File: config.mk
export PLATFORM = sky130hd
export DESIGN_NAME = packet_deframer_popcount_check_core
export DESIGN_NICKNAME = d
export VERILOG_FILES = /design/src/rtl/pdpc_pkg.sv /design/src/rtl/packet_deframer_popcount_check_core.sv
export SDC_FILE = /design/constraint.sdc
export NUM_CORES = 1
export LEC_CHECK = 0
export ABC_AREA = 1
export BUFFER_PORTS_ARGS = -buffer_cell sky130_fd_sc_hd__buf_2
export CORE_ASPECT_RATIO = 1.5
export CORE_UTILIZATION = 50
export CTS_CLUSTER_DIAMETER = 200
export CTS_CLUSTER_SIZE = 12
export DETAILED_ROUTE_END_ITERATION = 10
export GPL_TIMING_DRIVEN = 0
export PLACE_DENSITY = 0.69
export REMOVE_ABC_BUFFERS = 1
export SLEW_MARGIN = 20
export SYNTH_ARGS = -nofsm -noshare
export SYNTH_HDL_FRONTEND = slang
export SYNTH_SLANG_ARGS = --single-unit
File: constraint.sdc
create_clock -name i_clk -period 6.1 [get_ports i_clk]
set_input_delay 1.22 -clock i_clk [delete_from_list [all_inputs] [get_ports i_clk]]
set_output_delay 1.22 -clock i_clk [all_outputs]
set_load 0.05 [all_outputs]
File: src/rtl/pdpc_pkg.sv
// Shared types, codes and helpers for the packet deframer with popcount check.
// No dependencies; used by packet_deframer_popcount_check_core.
package pdpc_pkg;

    // Header layout.
    localparam logic [7:0] HDR_BYTES   = 8'd4;
    localparam logic [7:0] MIN_LENGTH  = 8'd5;
    localparam logic [7:0] POS_COUNT_LO = 8'd0;
    localparam logic [7:0] POS_COUNT_HI = 8'd1;
    localparam logic [7:0] POS_FLAGS    = 8'd2;
    localparam logic [7:0] POS_LENGTH   = 8'd3;

    // Decoded command codes.
    localparam logic [1:0] CMD_DRIVE    = 2'd0;
    localparam logic [1:0] CMD_SLEEP    = 2'd1;
    localparam logic [1:0] CMD_RESPONSE = 2'd2;

    // Summary result codes.
    localparam logic [1:0] RES_OK       = 2'd0;
    localparam logic [1:0] RES_MISMATCH = 2'd1;
    localparam logic [1:0] RES_LEN_ERR  = 2'd2;

    // One result item as it leaves the block.
    typedef struct packed {
        logic        last;
        logic [7:0]  body_byte;
        logic [15:0] pkt_count;
        logic        flag_drive;
        logic        flag_status;
        logic        flag_sleep;
        logic        flag_ack;
        logic [3:0]  padding_bits;
        logic [7:0]  total_length;
        logic [1:0]  command;
        logic [1:0]  result_code;
    } t_result;

    // Number of one bits in a byte.
    function automatic logic [3:0] ones_in(input logic [7:0] v);
        logic [3:0] n;
        n = 4'd0;
        for (int k = 0; k < 8; k++) begin
            n = n + {3'd0, v[k]};
        end
        return n;
    endfunction

    // Build a packet summary from the stored header.
    function automatic t_result make_summary(
        input logic [15:0] count,
        input logic [7:0]  flags,
        input logic [7:0]  len_field,
        input logic [1:0]  code
    );
        t_result r;
        r              = '0;
        r.last         = 1'b1;
        r.pkt_count    = count;
        r.flag_drive   = flags[7];
        r.flag_status  = flags[6];
        r.flag_sleep   = flags[5];
        r.flag_ack     = flags[4];
        r.padding_bits = flags[3:0];
        r.total_length = len_field;
        if (flags[6]) begin
            r.command = CMD_RESPONSE;
        end else if (flags[5]) begin
            r.command = CMD_SLEEP;
        end else begin
            r.command = CMD_DRIVE;
        end
        r.result_code  = code;
        return r;
    endfunction

endpackage

File: src/rtl/packet_deframer_popcount_check_core.sv
// Packet deframer core: header capture, popcount check and result buffering.
// Depends on pdpc_pkg for the result type, codes and helper functions.
//
// A result is registered in the output register, or in the skid register on a stall.
// Throughput: one request per cycle while the skid register is empty; a two-entry
// output buffer (output register plus skid register) lets a request be taken while
// a result still waits downstream. Reset (synchronous, active low) clears the byte
// position, running bit sum, header registers and both output valid flags.
module packet_deframer_popcount_check_core (
    input  logic        i_clk,
    input  logic        i_rst_n,
    // Request channel
    input  logic        i_rx_valid,
    output logic        o_rx_stall,
    input  logic [7:0]  i_rx_byte,
    // Result channel
    output logic        o_res_valid,
    input  logic        i_res_stall,
    output logic        o_last,
    output logic [7:0]  o_body_byte,
    output logic [15:0] o_pkt_count,
    output logic        o_flag_drive,
    output logic        o_flag_status,
    output logic        o_flag_sleep,
    output logic        o_flag_ack,
    output logic [3:0]  o_padding_bits,
    output logic [7:0]  o_total_length,
    output logic [1:0]  o_command,
    output logic [1:0]  o_result_code
);

    // Deframer state.
    logic [7:0]  r_pos,    n_pos;
    logic [7:0]  r_sum,    n_sum;
    logic [15:0] r_count,  n_count;
    logic [7:0]  r_flags,  n_flags;
    logic [7:0]  r_length, n_length;

    // Output buffering.
    logic                 r_out_valid;
    logic                 r_skid_valid;
    pdpc_pkg::t_result    r_out;
    pdpc_pkg::t_result    r_skid;

    logic                 in_fire;
    logic                 out_free;
    logic                 res_valid;
    pdpc_pkg::t_result    res;
    logic [7:0]           byte_sum;
    logic [8:0]           pos_plus1;

    // A request is taken whenever the skid register is empty.
    assign o_rx_stall = r_skid_valid;
    assign in_fire    = i_rx_valid && !r_skid_valid;
    assign out_free   = !r_out_valid || !i_res_stall;

    assign byte_sum  = r_sum + {4'd0, pdpc_pkg::ones_in(i_rx_byte)};
    assign pos_plus1 = {1'b0, r_pos} + 9'd1;

    // Per-byte deframing and check.
    always_comb begin
        n_pos     = r_pos;
        n_sum     = r_sum;
        n_count   = r_count;
        n_flags   = r_flags;
        n_length  = r_length;
        res_valid = 1'b0;
        res       = '0;
        if (in_fire) begin
            if (r_pos < pdpc_pkg::HDR_BYTES) begin
                // Header byte: capture the field and keep counting bits.
                unique case (r_pos[1:0])
                    pdpc_pkg::POS_COUNT_LO[1:0]: n_count[7:0]  = i_rx_byte;
                    pdpc_pkg::POS_COUNT_HI[1:0]: n_count[15:8] = i_rx_byte;
                    pdpc_pkg::POS_FLAGS[1:0]:    n_flags       = i_rx_byte;
                    default:                     n_length      = i_rx_byte;
                endcase
                n_sum = byte_sum;
                n_pos = pos_plus1[7:0];
                if (r_pos == pdpc_pkg::POS_LENGTH && i_rx_byte < pdpc_pkg::MIN_LENGTH) begin
                    // Short packet: report a length error and restart.
                    res_valid = 1'b1;
                    res       = pdpc_pkg::make_summary(r_count, r_flags, 8'd0,
                                                       pdpc_pkg::RES_LEN_ERR);
                    n_pos     = 8'd0;
                    n_sum     = 8'd0;
                end
            end else if (pos_plus1 >= {1'b0, r_length}) begin
                // Check byte: compare against the running bit count.
                res_valid = 1'b1;
                res       = pdpc_pkg::make_summary(r_count, r_flags, r_length,
                                (i_rx_byte == r_sum) ? pdpc_pkg::RES_OK
                                                     : pdpc_pkg::RES_MISMATCH);
                n_pos     = 8'd0;
                n_sum     = 8'd0;
            end else begin
                // Body byte: pass it on.
                res_valid     = 1'b1;
                res.body_byte = i_rx_byte;
                n_sum         = byte_sum;
                n_pos         = pos_plus1[7:0];
            end
        end
    end

    // State registers.
    always_ff @(posedge i_clk) begin
        if (!i_rst_n) begin
            r_pos    <= 8'd0;
            r_sum    <= 8'd0;
            r_count  <= 16'd0;
            r_flags  <= 8'd0;
            r_length <= 8'd0;
        end else begin
            r_pos    <= n_pos;
            r_sum    <= n_sum;
            r_count  <= n_count;
            r_flags  <= n_flags;
            r_length <= n_length;
        end
    end

    // Output register with skid stage.
    always_ff @(posedge i_clk) begin
        if (!i_rst_n) begin
            r_out_valid  <= 1'b0;
            r_skid_valid <= 1'b0;
        end else if (out_free) begin
            if (r_skid_valid) begin
                r_out_valid  <= 1'b1;
                r_skid_valid <= 1'b0;
            end else begin
                r_out_valid  <= res_valid;
            end
        end else if (res_valid) begin
            r_skid_valid <= 1'b1;
        end
    end

    always_ff @(posedge i_clk) begin
        if (out_free) begin
            if (r_skid_valid) begin
                r_out <= r_skid;
            end else if (res_valid) begin
                r_out <= res;
            end
        end else if (res_valid) begin
            r_skid <= res;
        end
    end

    // Result ports.
    assign o_res_valid    = r_out_valid;
    assign o_last         = r_out.last;
    assign o_body_byte    = r_out.body_byte;
    assign o_pkt_count    = r_out.pkt_count;
    assign o_flag_drive   = r_out.flag_drive;
    assign o_flag_status  = r_out.flag_status;
    assign o_flag_sleep   = r_out.flag_sleep;
    assign o_flag_ack     = r_out.flag_ack;
    assign o_padding_bits = r_out.padding_bits;
    assign o_total_length = r_out.total_length;
    assign o_command      = r_out.command;
    assign o_result_code  = r_out.result_code;

endmodule

Word-level counts from Yosys, hierarchy flattened --
Index checks and enable logic that the tools add are counted.
Word-level totals: register bits after elaboration 140, bits of input ports 12, output and inout port bits 47, word-level logic and storage cells 86
Cells by class: $add $sub $neg 9, magnitude comparators 3, equal/unequal tests 4, mux-type cells 21, bitwise logic cells 3, reduce and logical (&&, ||, !) cells 16
Operators with widths (count):
- $mux 45 | 5
- $mux 8 | 7
- $mux 36 | 1
- $add 4x1->4 | 4
- $lt 8x3->1 const B | 2
- $reduce_and 3->1 | 4
- $add 8x1->9 const B | 1
- $ge 9x8->1 | 1
- $add 8x4->8 | 1
- $eq 8x2->1 const B | 1
- $eq 8x8->1 | 1
- $mux 1 | 7
- $add 3x1->4 | 1
- $reduce_and 2->1 | 2
- $add 2x1->3 | 1
- $logic_not 1->1 | 3
- $not 1->1 | 3
- $reduce_or 3->1 | 1
- $add 1x1->2 | 1
- $eq 2x1->1 const B | 1
- $eq 2x2->1 const B | 1
- $logic_and 1x1->1 | 2
- $logic_not 2->1 | 1
- $mux 2 | 1
- 3 further kinds | 3

Longest topological paths before layout --
depth after elaboration 10, depth in mapped cells 18, depth with buffers taken out 17

Least setup slack after synthesis --
No wires, ideal clock.
path kind input port to flip-flop, from input port i_rx_byte[1], to register r_out, in the netlist o_body_byte[0] (enable), setup time 0.460 ns, arrival 4.162 ns, data required time 5.640 ns, setup slack 1.478 ns, stages on the path 6, buffers on the path 0, cell sequence inv_1 ha_1 o21ai_0 nor4_1 nor3_1 a21oi_1
On the way: word-level cells in the longest chain between the ends 7
RTL lines:
- start, declared | line packet_deframer_popcount_check_core.sv:15 | input logic [7:0] i_rx_byte,
- $lt 8x3->1 | line packet_deframer_popcount_check_core.sv:80 | if (r_pos == pdpc_pkg::POS_LENGTH && i_rx_byte < pdpc_pkg::MIN_LENGTH) begin
- $logic_and 1x1->1 | line packet_deframer_popcount_check_core.sv:80
- $mux 1 | line packet_deframer_popcount_check_core.sv:80
- $mux 1 | line packet_deframer_popcount_check_core.sv:70 | if (r_pos < pdpc_pkg::HDR_BYTES) begin
- $mux 1 | line packet_deframer_popcount_check_core.sv:69 | if (in_fire) begin
- $reduce_bool 2->1 (no line)
- $reduce_and 2->1 (no line)
- end signal, assigned | line packet_deframer_popcount_check_core.sv:143 | r_out <= r_skid;
- end signal, assigned | line packet_deframer_popcount_check_core.sv:145 | r_out <= res;
- end, declared | line packet_deframer_popcount_check_core.sv:42 | pdpc_pkg::t_result r_out;
No other way between the ends. A chain may end at the register's enable or synchronous reset.

Final worst setup path --
from input port i_rx_byte[0], to register r_sum[6]
On the way: word-level cells in the longest chain between the ends 10, elaborated cells between the ends (all ways) 13, those cells by class 8 x add/sub; 1 x order compare; 3 x mux; 1 x reduce/logical
RTL lines:
- $add 1x1->2 | line pdpc_pkg.sv:43 | n = n + {3'd0, v[k]};
- $add 2x1->3 | line pdpc_pkg.sv:43
- $add 3x1->4 | line pdpc_pkg.sv:43
- $add 4x1->4 (4 in a row) | line pdpc_pkg.sv:43
- $add 8x4->8 | line packet_deframer_popcount_check_core.sv:57 | assign byte_sum = r_sum + {4'd0, pdpc_pkg::ones_in(i_rx_byte)};
- $mux 8 (on tied branches) | line packet_deframer_popcount_check_core.sv:88, packet_deframer_popcount_check_core.sv:80
- $mux 8 * | line packet_deframer_popcount_check_core.sv:70
- end signal, assigned | line packet_deframer_popcount_check_core.sv:116 | r_sum <= n_sum;
- end, declared | line packet_deframer_popcount_check_core.sv:34 | logic [7:0] r_sum, n_sum;
Mark *: on every way between the ends. The rest lies on a longest branch, timed or not.

==> impl_metrics.ini <==
[outcome]
run_status = complete, no violations

[finish]
diodes = 0
synthToLayoutAreaGrowth_pct = 19.3
layout-drive-gt1-share_pct = 16.7
nFillCells = 936
top_register = r_skid
nets = 699
largest_reg_flops = 44
final_cell_mix = nand2_1, edfxtp_1, inv_1
fin_util_pct = 61.5
final_cells = 825
final_common_cell = nand2_1

[clock_tree]
ctsRootBufferMaster = clkbuf_16
clk_pin_slew_ns = 0.06
htreeDepth = 4
numCtsBuffers = 17
cts_setup_buffers = 0
cts_tree = yes
cts-resized-gates = 0
max-clock-path-buffers = 2
cts_num_sinks = 138
clk-insertion-delay-late_ns = 0.42
ctsHoldBuffers = 0

[detailed_routing]
vias = 4259
wl_per_cell_um = 14.7
firstDrtPassIters = 4
drt_iter0_drc = 203
drt-total-wl_um = 12100
antenna_left = 0
viasPerCell = 5.16
drc = 0

[sta]
grt_setup_unrepaired = false
final_hold_viol_count = 0
clock_skew_ns = 0.00853
fin_crit_sh_pct = 69.8
tns_ns = 0
worst_slack_ns = 1.85
max_freq_mhz = 235
relSlewSlack_pct = 59.0
worst_slew_pin_slew_ns = 0.610
period_needed_ns = 4.25
final_max_slew_viol_count = 0
finalSetupViolations = 0

[run]
maxCapViolCount = 0

[floorplan]
start_util_pct = 51.5
rows = 48
die_y_um = 136
core_area_sq_um = 11600
io-pin-count = 59
dieArea_sq_um = 12400
die-width_um = 91.2

[worst_setup_path]
cp-end-kind = flip-flop
timing.rr.start = r_pos[0]
criticalPathCategory = input pin to flip-flop
worst_setup_path_start_kind = input pin
cp-startpoint = i_rx_byte[0]
cp.required_ns = 6.40
critical_path_arrival_ns = 4.55
crit_fanout = 5

[placed_design]
dp_hpwl_um = 8080
io_buffers = 58
place_congestion = 0.877
dp_slack_ns = 1.46
place_inst = 793

[min_path]
hold_path_class = flip-flop to flip-flop
min_from = r_flags[6]

[global_routing]
grt_max_degree = 36
grt_pass1_vias = 4141
grt_usage_pct = 20.9
grt-ovfl-total = 0
grt_pass1_wl_um = 19700
grt_antenna_before_repair = 0

[synthesis]
ys_types = 28
syn-mean-instance-area_sq_um = 9.93
ys_seq_area_share_pct = 61.0
yosysWarningCount = 0
synthCells = 601
syn-cell-area_sq_um = 5970
ys_seq_elements = 138

[power_and_ir_drop]
power_density_nw_per_um2 = 330
leakage_nw = 3.26
ir_drop_v = 0.000210
==> critical path: stages <==
cell     delay [ns]
buf_2          0.16
fa_1           0.56
inv_1          0.05
fa_1           0.50
fa_1           0.44
fa_1           0.42
fa_1           0.42
nor2_1         0.11
o21ai_0        0.08
nand2_1        0.06
nand2_1        0.07
nor3_1         0.22
xor2_1         0.16
nor2_1         0.06
==> layout make-up <==
cell class / count / area (sq um) / share of cell area, %
Multi-Input combinational cell: 367 / 1930 / 27.1
Clock inverter: 12 / 221 / 3.11
Clock buffer: 20 / 437 / 6.13
Inverter: 75 / 282 / 3.95
Sequential cell: 138 / 3640 / 51.2
Timing Repair Buffer: 63 / 420 / 5.90
Tap cell: 150 / 188 / 2.63
==> per-stage QoR <==
stage	instance area [sq um]	hold WS, ns	power, W
after floorplan	5840	0.444	0.00116
final	7130	0.476	0.00235
after global routing	7130	0.498	0.00243
after CTS	7130	0.477	0.00236
after global placement	6310	0.465	0.00121
after detailed placement	6470	0.470	0.00122
==> layer usage <==
metal | global-route usage (%) | share of wire (%) | routed length (um) | vias up
met5 | 0 | 0 | 0 | -
met4 | 11.0 | 3.5 | 427 | 0
met3 | 5.43 | 5.7 | 691 | 28
met2 | 34.6 | 49 | 5930 | 130
met1 | 25.0 | 42 | 5060 | 2000
li1 | - | - | - | 2101
==> power breakdown <==
group	total (W)	switching (W)	internal, W
combinational	0.000180	0.000116	0.0000645
sequential	0.00102	0.0000175	0.00101
clock	0.00115	0.000380	0.000766
==> worst paths after layout <==
kind,cells after the start,slack [ns],endpoint
worst max-delay path,14,1.85,r_sum[6]
worst min-delay path,2,0.48,r_flags[6]
worst max register to register,14,2.93,o_padding_bits[0]
worst min register to register,2,0.48,r_flags[6]
==> cells in the mapped netlist <==
master    number  area [sq um]
a21oi_1       47           235
a31oi_1        1          6.26
buf_2          3          15.0
buf_4          5          37.5
buf_6          3          33.8
buf_8          1          15.0
clkbuf_1       9          33.8
dfxtp_1       50          1000
edfxtp_1      88          2640
fa_1           5           100
ha_1          20           250
inv_1         72           270
inv_2          3          11.3
nand2_1      152           571
nand2_2       10          62.6
nand2_4        2          22.5
nand3_1       12          60.1
nand3_2        1          10.0
nand4_1        5          31.3
nor2_1        37           139
nor2_2         1          6.26
nor3_1         4          20.0
nor3_2         1          10.0
nor4_1         2          12.5
o21ai_0       56           280
or2_2          1          6.26
xnor2_1        2          17.5
xor2_1         8          70.1
==> cell families after synthesis <==
logic type / Yosys count / synth area share [%]
AND/OR/NAND/NOR: 228 / 15.9
flip-flops: 138 / 61.0
adder cells (fa/ha/maj): 25 / 5.87
AO/OA/AOI/OAI: 104 / 8.74
XOR/XNOR: 10 / 1.47
buffers and inverters: 96 / 6.98
Note: power is estimated with default switching activity, not from simulation.
